File: src/rtl/core/lmrp_pkg.sv
// Shared types and constants for the log metadata record parser.
`timescale 1ns / 1ps

package lmrp_pkg;

  // Result kinds
  localparam logic [1:0] KIND_LOG_TEXT   = 2'd0;
  localparam logic [1:0] KIND_FILE_TEXT  = 2'd1;
  localparam logic [1:0] KIND_LOG_REC    = 2'd2;
  localparam logic [1:0] KIND_FILE_REC   = 2'd3;

  // Input item kinds
  localparam logic ITEM_DATA    = 1'b0;
  localparam logic ITEM_RESTART = 1'b1;

  // Configuration register indexes
  localparam int unsigned CFG_INDEX_W = 2;
  localparam logic [CFG_INDEX_W-1:0] CFG_LOG_START  = 2'd0;
  localparam logic [CFG_INDEX_W-1:0] CFG_LOG_END    = 2'd1;
  localparam logic [CFG_INDEX_W-1:0] CFG_FILE_START = 2'd2;
  localparam logic [CFG_INDEX_W-1:0] CFG_FILE_END   = 2'd3;

  // Token reset values
  localparam logic [15:0] RST_LOG_START  = 16'd1;
  localparam logic [15:0] RST_LOG_END    = 16'd2;
  localparam logic [15:0] RST_FILE_START = 16'd3;
  localparam logic [15:0] RST_FILE_END   = 16'd4;

  typedef struct packed {
    logic [1:0]  kind;
    logic [7:0]  text;
    logic [31:0] hash;
    logic [15:0] line;
  } lmrp_result_t;

  // Everything one input byte produces: one or two results
  typedef struct packed {
    lmrp_result_t first;
    lmrp_result_t second;
    logic         has_second;
  } lmrp_bundle_t;

  function automatic lmrp_result_t make_result(logic [1:0] kind, logic [7:0] text,
                                               logic [31:0] hash, logic [15:0] line);
    lmrp_result_t r;
    r.kind = kind;
    r.text = text;
    r.hash = hash;
    r.line = line;
    return r;
  endfunction

endpackage

File: src/rtl/core/lmrp_front.sv
// Front end: token/config registers and the byte-wise parse state machine.
`timescale 1ns / 1ps

module lmrp_front (
  input  logic                             clk,
  input  logic                             rst,
  input  logic                             cfg_write,
  input  logic [lmrp_pkg::CFG_INDEX_W-1:0] cfg_index,
  input  logic [15:0]                      cfg_data,
  input  logic                             accept,
  input  logic                             kind,
  input  logic [7:0]                       data_byte,
  output logic                             push,
  output lmrp_pkg::lmrp_bundle_t           bundle
);

  localparam logic [3:0] ST_BEGIN      = 4'd0;
  localparam logic [3:0] ST_LOG_BEGIN  = 4'd1;
  localparam logic [3:0] ST_LOG_STRING = 4'd2;
  localparam logic [3:0] ST_LOG_LINE   = 4'd3;
  localparam logic [3:0] ST_LOG_HASH   = 4'd4;
  localparam logic [3:0] ST_LOG_END    = 4'd5;
  localparam logic [3:0] ST_FILE_BEGIN = 4'd6;
  localparam logic [3:0] ST_FILE_NAME  = 4'd7;
  localparam logic [3:0] ST_FILE_HASH  = 4'd8;
  localparam logic [3:0] ST_FILE_END   = 4'd9;

  logic [15:0] log_start_token, log_end_token, file_start_token, file_end_token;

  logic [3:0]  parse_state, parse_state_next;
  logic        forward_dir, forward_dir_next;
  logic [1:0]  byte_offset, byte_offset_next;
  logic        pad_phase, pad_phase_next;
  logic [31:0] word_acc, word_acc_next;
  logic [1:0]  word_cnt, word_cnt_next;
  logic [31:0] log_hash, log_hash_next;
  logic [15:0] log_line, log_line_next;
  logic [31:0] file_hash, file_hash_next;

  // Word assembly helpers
  logic [31:0] word_or;
  logic        done2, done4;
  logic        hit_ls, hit_le, hit_fs, hit_fe, hit_any;
  logic [3:0]  open_state;
  logic        open_fwd;
  logic [3:0]  st;
  logic        skip;
  logic [1:0]  offn;
  logic [1:0]  n_res;

  always_comb begin
    unique case (word_cnt)
      2'd0: word_or = word_acc | {24'h0, data_byte};
      2'd1: word_or = word_acc | {16'h0, data_byte, 8'h0};
      2'd2: word_or = word_acc | {8'h0, data_byte, 16'h0};
      2'd3: word_or = word_acc | {data_byte, 24'h0};
      default: word_or = word_acc;
    endcase
  end

  assign done2 = (word_cnt != 2'd0);
  assign done4 = (word_cnt == 2'd3);

  assign hit_ls  = (word_or == {16'h0, log_start_token});
  assign hit_le  = (word_or == {16'h0, log_end_token});
  assign hit_fs  = (word_or == {16'h0, file_start_token});
  assign hit_fe  = (word_or == {16'h0, file_end_token});
  assign hit_any = hit_ls | hit_le | hit_fs | hit_fe;

  // First matching token wins
  always_comb begin
    priority if (hit_ls) begin
      open_state = ST_LOG_BEGIN;
      open_fwd   = 1'b1;
    end else if (hit_le) begin
      open_state = ST_LOG_BEGIN;
      open_fwd   = 1'b0;
    end else if (hit_fs) begin
      open_state = ST_FILE_BEGIN;
      open_fwd   = 1'b1;
    end else begin
      open_state = ST_FILE_BEGIN;
      open_fwd   = 1'b0;
    end
  end

  always_comb begin
    parse_state_next = parse_state;
    forward_dir_next = forward_dir;
    byte_offset_next = byte_offset;
    pad_phase_next   = pad_phase;
    word_acc_next    = word_acc;
    word_cnt_next    = word_cnt;
    log_hash_next    = log_hash;
    log_line_next    = log_line;
    file_hash_next   = file_hash;
    n_res            = 2'd0;
    bundle.first     = lmrp_pkg::make_result(lmrp_pkg::KIND_LOG_TEXT, 8'h0, 32'h0, 16'h0);
    bundle.second    = lmrp_pkg::make_result(lmrp_pkg::KIND_LOG_REC, 8'h0, log_hash, log_line);
    bundle.has_second = 1'b0;
    st   = parse_state;
    skip = 1'b0;
    offn = byte_offset + 2'd1;

    if (kind == lmrp_pkg::ITEM_RESTART) begin
      parse_state_next = ST_BEGIN;
      pad_phase_next   = 1'b0;
      word_acc_next    = 32'h0;
      word_cnt_next    = 2'd0;
      log_hash_next    = 32'h0;
      log_line_next    = 16'h0;
      file_hash_next   = 32'h0;
    end else begin
      // Zero padding before a record is skipped; first nonzero byte is handed on
      if (parse_state == ST_LOG_BEGIN || parse_state == ST_FILE_BEGIN) begin
        if (data_byte == 8'h0) begin
          skip = 1'b1;
        end else if (parse_state == ST_LOG_BEGIN) begin
          st = forward_dir ? ST_LOG_STRING : ST_LOG_HASH;
        end else begin
          st = forward_dir ? ST_FILE_HASH : ST_FILE_NAME;
        end
      end
      byte_offset_next = offn;

      if (!skip) begin
        parse_state_next = st;
        unique case (st)
          ST_BEGIN: begin
            if (done2) begin
              word_acc_next = 32'h0;
              word_cnt_next = 2'd0;
              if (hit_any) begin
                parse_state_next = open_state;
                forward_dir_next = open_fwd;
              end
            end else begin
              word_acc_next = word_or;
              word_cnt_next = word_cnt + 2'd1;
            end
          end
          ST_LOG_STRING: begin
            if (pad_phase) begin
              pad_phase_next = 1'b0;
              if (!forward_dir) begin
                parse_state_next = ST_LOG_END;
                bundle.first = lmrp_pkg::make_result(lmrp_pkg::KIND_LOG_REC, 8'h0,
                                                     log_hash, log_line);
                n_res = 2'd1;
              end else begin
                parse_state_next = ST_LOG_LINE;
              end
            end else begin
              bundle.first = lmrp_pkg::make_result(lmrp_pkg::KIND_LOG_TEXT, data_byte,
                                                   32'h0, 16'h0);
              n_res = 2'd1;
              if (data_byte == 8'h0) begin
                if (offn[0]) begin
                  pad_phase_next = 1'b1;
                end else begin
                  pad_phase_next = 1'b0;
                  if (!forward_dir) begin
                    parse_state_next = ST_LOG_END;
                    n_res = 2'd2;
                  end else begin
                    parse_state_next = ST_LOG_LINE;
                  end
                end
              end
            end
          end
          ST_LOG_LINE: begin
            if (pad_phase) begin
              if (offn == 2'd0) begin
                pad_phase_next   = 1'b0;
                parse_state_next = forward_dir ? ST_LOG_HASH : ST_LOG_STRING;
              end
            end else if (done2) begin
              word_acc_next = 32'h0;
              word_cnt_next = 2'd0;
              if (word_or != 32'h0) begin
                log_line_next = word_or[15:0];
                if (offn != 2'd0) begin
                  pad_phase_next = 1'b1;
                end else begin
                  pad_phase_next   = 1'b0;
                  parse_state_next = forward_dir ? ST_LOG_HASH : ST_LOG_STRING;
                end
              end
            end else begin
              word_acc_next = word_or;
              word_cnt_next = word_cnt + 2'd1;
            end
          end
          ST_LOG_HASH: begin
            if (done4) begin
              word_acc_next = 32'h0;
              word_cnt_next = 2'd0;
              if (word_or != 32'h0) begin
                log_hash_next = word_or;
                if (forward_dir) begin
                  parse_state_next = ST_LOG_END;
                  bundle.first = lmrp_pkg::make_result(lmrp_pkg::KIND_LOG_REC, 8'h0,
                                                       word_or, log_line);
                  n_res = 2'd1;
                end else begin
                  parse_state_next = ST_LOG_STRING;
                end
              end
            end else begin
              word_acc_next = word_or;
              word_cnt_next = word_cnt + 2'd1;
            end
          end
          ST_LOG_END: begin
            // Waits here until a known token shows up
            if (done2) begin
              word_acc_next = 32'h0;
              word_cnt_next = 2'd0;
              if (hit_any) parse_state_next = ST_BEGIN;
            end else begin
              word_acc_next = word_or;
              word_cnt_next = word_cnt + 2'd1;
            end
          end
          ST_FILE_NAME: begin
            if (pad_phase) begin
              if (offn == 2'd0) begin
                pad_phase_next = 1'b0;
                if (forward_dir) begin
                  parse_state_next = ST_FILE_END;
                  bundle.first = lmrp_pkg::make_result(lmrp_pkg::KIND_FILE_REC, 8'h0,
                                                       file_hash, 16'h0);
                  n_res = 2'd1;
                end else begin
                  parse_state_next = ST_FILE_HASH;
                end
              end
            end else begin
              bundle.first = lmrp_pkg::make_result(lmrp_pkg::KIND_FILE_TEXT, data_byte,
                                                   32'h0, 16'h0);
              n_res = 2'd1;
              if (data_byte == 8'h0) begin
                if (offn != 2'd0) begin
                  pad_phase_next = 1'b1;
                end else begin
                  pad_phase_next = 1'b0;
                  if (forward_dir) begin
                    parse_state_next = ST_FILE_END;
                    bundle.second = lmrp_pkg::make_result(lmrp_pkg::KIND_FILE_REC, 8'h0,
                                                          file_hash, 16'h0);
                    n_res = 2'd2;
                  end else begin
                    parse_state_next = ST_FILE_HASH;
                  end
                end
              end
            end
          end
          ST_FILE_HASH: begin
            if (done4) begin
              word_acc_next = 32'h0;
              word_cnt_next = 2'd0;
              if (word_or != 32'h0) begin
                file_hash_next = word_or;
                if (forward_dir) begin
                  parse_state_next = ST_FILE_NAME;
                end else begin
                  parse_state_next = ST_FILE_END;
                  bundle.first = lmrp_pkg::make_result(lmrp_pkg::KIND_FILE_REC, 8'h0,
                                                       word_or, 16'h0);
                  n_res = 2'd1;
                end
              end
            end else begin
              word_acc_next = word_or;
              word_cnt_next = word_cnt + 2'd1;
            end
          end
          ST_FILE_END: begin
            // Known token opens the next block, anything else drops to begin
            if (done2) begin
              word_acc_next = 32'h0;
              word_cnt_next = 2'd0;
              if (hit_any) begin
                parse_state_next = open_state;
                forward_dir_next = open_fwd;
              end else begin
                parse_state_next = ST_BEGIN;
              end
            end else begin
              word_acc_next = word_or;
              word_cnt_next = word_cnt + 2'd1;
            end
          end
          default: parse_state_next = ST_BEGIN;
        endcase
      end
    end
    bundle.has_second = (n_res == 2'd2);
  end

  assign push = accept && (n_res != 2'd0);

  always_ff @(posedge clk) begin
    if (rst) begin
      log_start_token  <= lmrp_pkg::RST_LOG_START;
      log_end_token    <= lmrp_pkg::RST_LOG_END;
      file_start_token <= lmrp_pkg::RST_FILE_START;
      file_end_token   <= lmrp_pkg::RST_FILE_END;
    end else if (cfg_write) begin
      unique case (cfg_index)
        lmrp_pkg::CFG_LOG_START:  log_start_token  <= cfg_data;
        lmrp_pkg::CFG_LOG_END:    log_end_token    <= cfg_data;
        lmrp_pkg::CFG_FILE_START: file_start_token <= cfg_data;
        lmrp_pkg::CFG_FILE_END:   file_end_token   <= cfg_data;
        default: ;
      endcase
    end
  end

  always_ff @(posedge clk) begin
    if (rst) begin
      parse_state <= ST_BEGIN;
      forward_dir <= 1'b0;
      byte_offset <= 2'd0;
      pad_phase   <= 1'b0;
      word_acc    <= 32'h0;
      word_cnt    <= 2'd0;
      log_hash    <= 32'h0;
      log_line    <= 16'h0;
      file_hash   <= 32'h0;
    end else if (accept) begin
      parse_state <= parse_state_next;
      forward_dir <= forward_dir_next;
      byte_offset <= byte_offset_next;
      pad_phase   <= pad_phase_next;
      word_acc    <= word_acc_next;
      word_cnt    <= word_cnt_next;
      log_hash    <= log_hash_next;
      log_line    <= log_line_next;
      file_hash   <= file_hash_next;
    end
  end

endmodule

File: src/rtl/core/lmrp_queue.sv
// Short result-bundle queue between parser front end and output back end.
`timescale 1ns / 1ps

module lmrp_queue #(
  parameter int unsigned DEPTH = 4
) (
  input  logic                   clk,
  input  logic                   rst,
  input  logic                   push,
  input  lmrp_pkg::lmrp_bundle_t push_data,
  input  logic                   pop,
  output logic                   full,
  output logic                   not_empty,
  output lmrp_pkg::lmrp_bundle_t head
);

  localparam int unsigned PTR_W = (DEPTH > 1) ? $clog2(DEPTH) : 1;
  localparam int unsigned CNT_W = $clog2(DEPTH + 1);
  localparam logic [PTR_W-1:0] LAST_PTR = PTR_W'(DEPTH - 1);
  localparam logic [CNT_W-1:0] FULL_CNT = CNT_W'(DEPTH);

  lmrp_pkg::lmrp_bundle_t slots [DEPTH];
  logic [PTR_W-1:0] wr_ptr, rd_ptr;
  logic [CNT_W-1:0] count;

  assign full      = (count == FULL_CNT);
  assign not_empty = (count != '0);
  assign head      = slots[rd_ptr];

  always_ff @(posedge clk) begin
    if (push) slots[wr_ptr] <= push_data;
  end

  always_ff @(posedge clk) begin
    if (rst) begin
      wr_ptr <= '0;
      rd_ptr <= '0;
      count  <= '0;
    end else begin
      if (push) wr_ptr <= (wr_ptr == LAST_PTR) ? '0 : wr_ptr + 1'b1;
      if (pop)  rd_ptr <= (rd_ptr == LAST_PTR) ? '0 : rd_ptr + 1'b1;
      if (push && !pop)      count <= count + 1'b1;
      else if (pop && !push) count <= count - 1'b1;
    end
  end

endmodule

File: src/rtl/core/lmrp_back.sv
// Back end: walks each queued bundle out one result per transfer.
`timescale 1ns / 1ps

module lmrp_back (
  input  logic                   clk,
  input  logic                   rst,
  input  logic                   head_valid,
  input  lmrp_pkg::lmrp_bundle_t head,
  output logic                   pop,
  output logic                   out_valid,
  input  logic                   out_stall,
  output logic [1:0]             result_kind,
  output logic [7:0]             text_byte,
  output logic [31:0]            record_hash,
  output logic [15:0]            record_line,
  output logic                   last
);

  logic                   on_second;
  lmrp_pkg::lmrp_result_t cur;
  logic                   xfer;

  assign cur         = on_second ? head.second : head.first;
  assign out_valid   = head_valid;
  assign result_kind = cur.kind;
  assign text_byte   = cur.text;
  assign record_hash = cur.hash;
  assign record_line = cur.line;
  assign last        = on_second || !head.has_second;

  assign xfer = head_valid && !out_stall;
  assign pop  = xfer && last;

  always_ff @(posedge clk) begin
    if (rst) begin
      on_second <= 1'b0;
    end else if (xfer) begin
      on_second <= !last;
    end
  end

endmodule

File: src/rtl/core/log_metadata_record_parser.sv
// Top level of the log metadata record parser.
`timescale 1ns / 1ps

// Channel  | Direction | Handshake           | Payload
// ---------+-----------+---------------------+-------------------------------------------
// in       | into      | in_valid/in_stall   | kind, data_byte
// out      | out of    | out_valid/out_stall | result_kind, text_byte, record_hash,
//          |           |                     | record_line, last
// cfg      | into      | cfg_write           | cfg_index, cfg_data (token registers)
//
// The parser takes one byte per cycle while in_stall is low; each byte updates the state
// machine in the cycle it transfers and its results land in the queue on the next edge.
// Output is one result per cycle while out_stall is low, so a byte that yields two
// results (string terminator plus record) holds the output port until both have gone.
// in_stall rises only when the QUEUE_DEPTH-entry queue is full; out_stall
// backs up into the queue and never stops the parser directly.
// Reset (rst, synchronous) restores the default tokens and the begin state.
module log_metadata_record_parser #(
  parameter int unsigned QUEUE_DEPTH = 4
) (
  input  logic                             clk,
  input  logic                             rst,
  // configuration
  input  logic                             cfg_write,
  input  logic [lmrp_pkg::CFG_INDEX_W-1:0] cfg_index,
  input  logic [15:0]                      cfg_data,
  // input byte stream
  input  logic                             in_valid,
  output logic                             in_stall,
  input  logic                             kind,
  input  logic [7:0]                       data_byte,
  // results
  output logic                             out_valid,
  input  logic                             out_stall,
  output logic [1:0]                       result_kind,
  output logic [7:0]                       text_byte,
  output logic [31:0]                      record_hash,
  output logic [15:0]                      record_line,
  output logic                             last
);

  logic                   accept;
  logic                   push, pop, full, not_empty;
  lmrp_pkg::lmrp_bundle_t push_data, head;

  // An input transfer happens whenever in_valid is high and the queue has room
  assign in_stall = full;
  assign accept   = in_valid && !in_stall;

  // Front: parse state machine, config registers
  lmrp_front u_front (
    .clk       (clk),
    .rst       (rst),
    .cfg_write (cfg_write),
    .cfg_index (cfg_index),
    .cfg_data  (cfg_data),
    .accept    (accept),
    .kind      (kind),
    .data_byte (data_byte),
    .push      (push),
    .bundle    (push_data)
  );

  // Decoupling queue: one entry per byte that produced output
  lmrp_queue #(
    .DEPTH (QUEUE_DEPTH)
  ) u_queue (
    .clk       (clk),
    .rst       (rst),
    .push      (push),
    .push_data (push_data),
    .pop       (pop),
    .full      (full),
    .not_empty (not_empty),
    .head      (head)
  );

  // Back: serializes each bundle into one or two output transfers
  lmrp_back u_back (
    .clk         (clk),
    .rst         (rst),
    .head_valid  (not_empty),
    .head        (head),
    .pop         (pop),
    .out_valid   (out_valid),
    .out_stall   (out_stall),
    .result_kind (result_kind),
    .text_byte   (text_byte),
    .record_hash (record_hash),
    .record_line (record_line),
    .last        (last)
  );

endmodule
File: config.mk
export PLATFORM = sky130hd
export DESIGN_NAME = log_metadata_record_parser
export DESIGN_NICKNAME = d
export VERILOG_FILES = /design/src/rtl/core/lmrp_pkg.sv /design/src/rtl/core/lmrp_front.sv /design/src/rtl/core/lmrp_queue.sv /design/src/rtl/core/lmrp_back.sv /design/src/rtl/core/log_metadata_record_parser.sv
export SDC_FILE = /design/constraint.sdc
export NUM_CORES = 1
export LEC_CHECK = 0
export BUFFER_PORTS_ARGS = -buffer_cell sky130_fd_sc_hd__clkbuf_2
export CORE_MARGIN = 3
export CORE_UTILIZATION = 25
export CTS_BUF_LIST = sky130_fd_sc_hd__clkbuf_8
export DETAILED_ROUTE_END_ITERATION = 10
export PLACE_DENSITY = 0.51
export SYNTH_ARGS = -nofsm -noshare
export SYNTH_HDL_FRONTEND = slang
export SYNTH_HIERARCHICAL = 1
export SYNTH_SLANG_ARGS = --single-unit
File: constraint.sdc
create_clock -name clk -period 18 [get_ports clk]
set_clock_uncertainty 0.15 [all_clocks]
set_input_delay 0.9 -clock clk [delete_from_list [all_inputs] [get_ports clk]]
set_output_delay 0.9 -clock clk [all_outputs]
set_load 0.05 [all_outputs]
Word-level counts from Yosys, hierarchy flattened
Memories as Yosys holds them, arrays and structs flattened. A register that Yosys moved wholly into a read port is not among the register bits.
Cells that the tools add are included.
W data, S select, Z words.
Cells by class
  add/subtract/negate cells: 6
  equal/unequal tests: 26
  multiplexer cells: 130
  bitwise operators: 9
  reduce and logical (&&, ||, !) cells: 48
Operator list (number)
  $mux W58: 16
  $mux W32: 13
  $mux W116: 2
  $pmux W58 S4: 1
  $eq A32 B16 Y1: 4
  $pmux W32 S4: 1
  $mux W4: 31
  $mux W16: 6
  $pmux W32 S3: 1
  $mux W57: 1
  $mux W2: 22
  $or A32 B16 Y32: 1
  $or A32 B24 Y32: 1
  $or A32 B32 Y32: 1
  $or A32 B8 Y32: 1
  $pmux W4 S8: 1
  $reduce_bool A32 Y1: 1
  $mux W1: 25
  $mux W3: 7
  $reduce_bool A2 Y1: 10
  $eq A4 B3 Y1 const B: 4
  $eq A2 B2 Y1 const B: 7
  $reduce_and A2 Y1: 6
  $reduce_and A6 Y1: 2
  other kinds (28): 54
Word-level totals
  register bits after elaboration: 194
  RAM bits: 468
  input bits: 32
  word-level logic and storage cells: 237
  memories: 1
Memories
  u_queue.slots: words 4, bits a word 117, rd ports 1, clocked after Yosys merged registers in 1, wr ports 1, RTL line lmrp_queue.sv:22  | lmrp_pkg::lmrp_bundle_t slots [DEPTH];

Depth between registers and ports, before layout
  word-level depth: 15
  depth in mapped cells: 20
  gate-level depth less buffers: 17

Hierarchy
Netlist, hierarchy kept.
Modules (own cells, without submodules)
  lmrp_queue: instances 1, cells an instance 655, area each 17285.3 µm², seq. area each 14233.7 µm²
  lmrp_front: instances 1, cells an instance 1346, area each 10680.2 µm², seq. area each 3723.6 µm²
  lmrp_back: instances 1, cells an instance 73, area each 813.3 µm², seq. area each 20.0 µm²
  log_metadata_record_parser: instances 1, cells an instance 1, area each 13.8 µm², seq. area each 0.0 µm²

Worst setup path after synthesis
No wires, ideal clock.
  kind: reg-to-reg
  from: register u_front.word_cnt[0]
  to: memory u_queue/slots[0][0] (netlist name) (enable)
  setup time: 489 ps
  arrival time: 5891 ps
  path slack: 11470 ps
  cell stages (with the launch flop): 16
  clock period less this slack: 6530 ps
  cell sequence: dfxtp_1 > inv_1 > ha_1 > buf_2 > buf_4 > clkbuf_1 > nand3b_1 > nand3_1 > nor4_1 > and4_1 > a21boi_1 > nand2_1 > nor2_1 > a211oi_1 > nor3_1 > and2_1
Between the ends
  longest elaborated chain between the ends: 12
  elaborated cells between the ends (all ways): 17
RTL lines
  from (decl): RTL line lmrp_front.sv:35  | logic [1:0] word_cnt, word_cnt_next;
  from (signal assigned): RTL line lmrp_front.sv:339  | word_cnt <= word_cnt_next;
  $eq A2 B2 Y1 (tied with other cells): RTL line lmrp_front.sv:52, lmrp_front.sv:62
  $pmux W32 S4: RTL line lmrp_front.sv:52  | unique case (word_cnt)
  $reduce_bool A32 Y1: RTL line lmrp_front.sv:199, lmrp_front.sv:264
  $mux W1 or $mux W2 (tied branches): RTL line lmrp_front.sv:264, lmrp_front.sv:199
  $mux W2 (on tied branches): RTL line lmrp_front.sv:261, lmrp_front.sv:196
  $pmux W2 S4 (*): RTL line lmrp_front.sv:128  | unique case (st)
  $mux W2 (*): RTL line lmrp_front.sv:126  | if (!skip) begin
  $mux W2 (*): RTL line lmrp_front.sv:105  | if (kind == lmrp_pkg::ITEM_RESTART) begin
  $reduce_bool A2 Y1 (*): RTL line lmrp_front.sv:303  | assign push = accept && (n_res != 2'd0);
  $logic_and A1 B1 Y1 (*): RTL line lmrp_front.sv:303
  net push: RTL line log_metadata_record_parser.sv:43  | logic push, pop, full, not_empty;
  $mux W1 (*): RTL line lmrp_queue.sv:31  | if (push) slots[wr_ptr] <= push_data;
  $mux W1 (not written as such) (*): RTL line lmrp_queue.sv:31
  to (decl): RTL line lmrp_queue.sv:22
Mark *: on every way through the listed nets, which the timed path passes. The rest lies on a longest branch.

Worst setup path after layout
  from: register u_front.word_cnt[0]
  to: memory u_queue/slots[1][26] (netlist name) (enable)
The elaborated chain is that of the path after synthesis.

==> flow_metrics.tcl <==
set metrics [dict create \
    timing.critical_path.required_ps 18170 \
    setup.worst_path.end "u_queue/slots[1][26]$_DFFE_PP_" \
    crit_fanout 53 \
    pwr_density_cell_nw_per_um2 93.1 \
    worst-setup-path-type "reg -> reg" \
    detail_route.first_pass.iterations 10 \
    die_area_um2 119000 \
    synthDominantAreaCellType "edfxtp_1" \
    vdd_drop_max_mv 0.0532 \
    cell_repeated_most_along_the_worst_path "buf_4" \
    max_slew_margin 0.127 \
    vias 17856 \
    reg2reg_depth 18 \
    post-cts-setup-buffer-count 0 \
    ctsHtreeMaxLevel 3 \
    status "finished, final reports clean" \
    pwr-share-comb 0.035 \
    drc 0 \
    seq_power_share 0.532 \
    ys.warnings.count 6 \
    chipHeight_um 345 \
    yosysMostFrequentCell "edfxtp_1" \
    power.internal_w 0.00238 \
    setup-violations-final 0 \
    grt_pass1_vias 18146 \
    cts.path.max_buffers 3 \
    post_detailed_route_count_of_antenna_violating_nets 0 \
    unrepaired_setup_endpoints_after_global_routing "no" \
    area_growth_pct 14.5 \
    via_density 4.73 \
    initial_utilization 0.254 \
    fin_tns_setup_ps 0 \
    ctsResizeCount 0 \
    finish.net_count 2227 \
    finalWirelength_um 77000 \
    achievable_clock_frequency_ghz 0.150 \
    grt.met1_usage 0.166 \
    tritoncts "yes" \
    slew_viol_final 0 \
    cts_hold_repair.buffers 0 \
    grt.total_usage 0.125 \
    gp_congestion 0.856 \
    antenna_found_initial 1 \
    synth.top_cells.by_count "edfxtp_1, dfxtp_1, nand2_1" \
    filler_cell_count 11423 \
    hold_slack_final_ps 286 \
    drive_above_1_share 0.218 \
    timing.critical_path.cells "inv_1, ha_1, buf_4, nor4_2, buf_4, a21oi_1, or4_1, nor3_1, a21boi_1, nand2_1, nor2_2, buf_4, a211oi_1, nor3_1, buf_4, and2_4, buf_4, buf_4" \
    power_switching_w 0.000694 \
    dp.cells 3564 \
    gr-total-overflow 0 \
    syn_area_per_cell_um2 13.9 \
    global_route.usage.met3 0.0191 \
    drv_cap 0 \
    static-leakage-power_nw 11.6 \
    clock_latency_ps 740 \
    chipWidth_um 345 \
    max_slew.worst_pin.slew_ps 1300 \
    syn_inst 2075 \
    reg2reg_to "u_queue/slots[1][26]$_DFFE_PP_" \
    ys_types 75 \
    setup.worst_path.start_class "register" \
    path_clk_slew_ps 60 \
    numCtsBuffers 111 \
    async_flop_share 0 \
    reg2reg_slack_ps 11310 \
    finalPower_w 0.00307 \
    grt_pass1_wl_um 115000 \
    setup.worst_path.start "u_front/word_cnt[0]$_SDFFE_PP0P_" \
    worst_path_max_delay_cell "buf_4" \
    numClockSinks 664 \
    worst_path_arrival_time_ps 6860 \
    synth_sequential_area_ratio 0.624 \
    drtIter0Drc 1634 \
    maximum_number_of_pins_on_one_net_before_global_route_repair 105 \
    core_area_um2 113000 \
    clock_power_share 0.433 \
    worst_setup_path_end_kind "register" \
    io-pin-count 93 \
    placement_rows 123 \
    final.period_utilization 0.371 \
    power.switching_fraction 0.226 \
    netlist.area_leader.share 0.488 \
    global_route.usage.met2 0.210 \
    final-hold-violation-count 0 \
    grt_most_used_layer "met2" \
    post_drt_wl_per_cell_um 20.4 \
    postSynthRegisterBits 664 \
    clockRootBuffer "clkbuf_8" \
    rr_startpoint "u_front/word_cnt[0]$_SDFFE_PP0P_" \
    buffers_on_ports 92 \
    hold_class "in -> reg" \
    final-instance-count-excl-fill 3776 \
    dp.final_hpwl_um 49100 \
    period_needed_ps 6690 \
    synth-edff-count 468 \
    synth_area_um2 28800 \
    yosys_most_used_dff "edfxtp_1" \
    synth_top_cells_by_area "edfxtp_1, dfxtp_1, mux4_2, mux2i_1, nand2_1" \
    timing.critical_path.slowest_cell_delay_ps 720 \
]
## critical path, delay by kind of cell, from the launching register on
family	cells	cell delay, ps
AO/OA/AOI/OAI	3	840
adder cells (fa/ha/maj)	1	710
buffers and inverters	7	2790
flip-flops	1	360
AND/OR/NAND/NOR	7	1320
## metal layers
layer	wire (µm)	vias up
met4	1630	0
li1	-	8105
met2	37500	606
met1	33800	9027
met3	4030	118
met5	0	-
## registers in the layout (all words and copies together), names as in the netlist, named ones only
register                  count
u_back/on_second              1
u_front/byte_offset           2
u_front/file_end_token       16
u_front/file_hash            32
u_front/file_start_token     16
u_front/forward_dir           1
u_front/log_end_token        16
u_front/log_hash             32
u_front/log_line             16
u_front/log_start_token      16
u_front/pad_phase             1
u_front/parse_state           4
u_front/word_acc             32
u_front/word_cnt              2
u_queue/count                 3
u_queue/rd_ptr                2
u_queue/slots               468
u_queue/wr_ptr                2
## cell usage in the layout, fill, tap and decap left out, drive strengths merged, types with 18 or more instances in the layout
cell type	n
clkinv	32
xor2	23
nand2	195
nor3	18
nand3	61
a31oi	22
and2	48
clkbuf	220
mux2i	89
mux4	117
mux2	94
dfxtp	196
xnor2	18
nor2	169
nand3b	23
a21oi	131
o22ai	27
buf	35
edfxtp	468
inv	83
a222oi	32
## layout make-up
class                           instances  area [µm²]  share of cell area
Antenna cell                            1        2.50           0.0000759
Clock buffer                          129        1780              0.0538
Clock inverter                         82         495              0.0150
Inverter                               38         143             0.00433
Multi-Input combinational cell       1236        9980               0.302
Sequential cell                       664       18000               0.545
Tap cell                             1500        1880              0.0569
Timing Repair Buffer                  126         722              0.0219
## power groups by stage
stage                     registers [W]  clock network (W)   logic, W
after global placement          0.00166                  0   0.000107
after detailed placement        0.00167                  0   0.000108
after global routing            0.00163            0.00144   0.000118
after floorplan                 0.00166                  0  0.0000720
after CTS                       0.00163            0.00137   0.000109
final                           0.00163            0.00133   0.000109
## worst min-delay path by stage
stage / start / endpoint / slack [ps] / depth (start not counted)
finish: cfg_data[11] / u_front/log_start_token[11]$_SDFFE_PP0P_ / 290 / 3
detailed placement: u_front/word_acc[7]$_SDFFE_PP0P_ / u_front/word_acc[7]$_SDFFE_PP0P_ / 300 / 2
global placement: u_front/word_acc[3]$_SDFFE_PP0P_ / u_front/word_acc[3]$_SDFFE_PP0P_ / 300 / 2
global route: cfg_data[7] / u_front/file_end_token[7]$_SDFFE_PP0P_ / 230 / 3
floorplan: u_front/word_acc[0]$_SDFFE_PP0P_ / u_front/word_acc[0]$_SDFFE_PP0P_ / 280 / 2
CTS: cfg_data[11] / u_front/log_start_token[11]$_SDFFE_PP0P_ / 180 / 3
## logic make-up after synthesis
| family | synth area share |
|---|---|
| buffers and inverters | 0.0313 |
| other | 0.000261 |
| DFF | 0.624 |
| and+or+nand+nor | 0.0952 |
| muxes | 0.161 |
| AOI/OAI and AO/OA | 0.0671 |
| xor gates and xnor gates | 0.0125 |
| adders and majority gates | 0.00808 |
## stage by stage
step	setup WS [ps]	instance area, µm²	util
after floorplan	11470	28800	-
after global placement	11240	30700	0.271
after detailed placement	11250	30700	0.271
after CTS	11350	33000	0.291
after global routing	10900	33000	0.291
final	11310	33000	0.291
No activity file was read; power rests on OpenSTA's default activity.
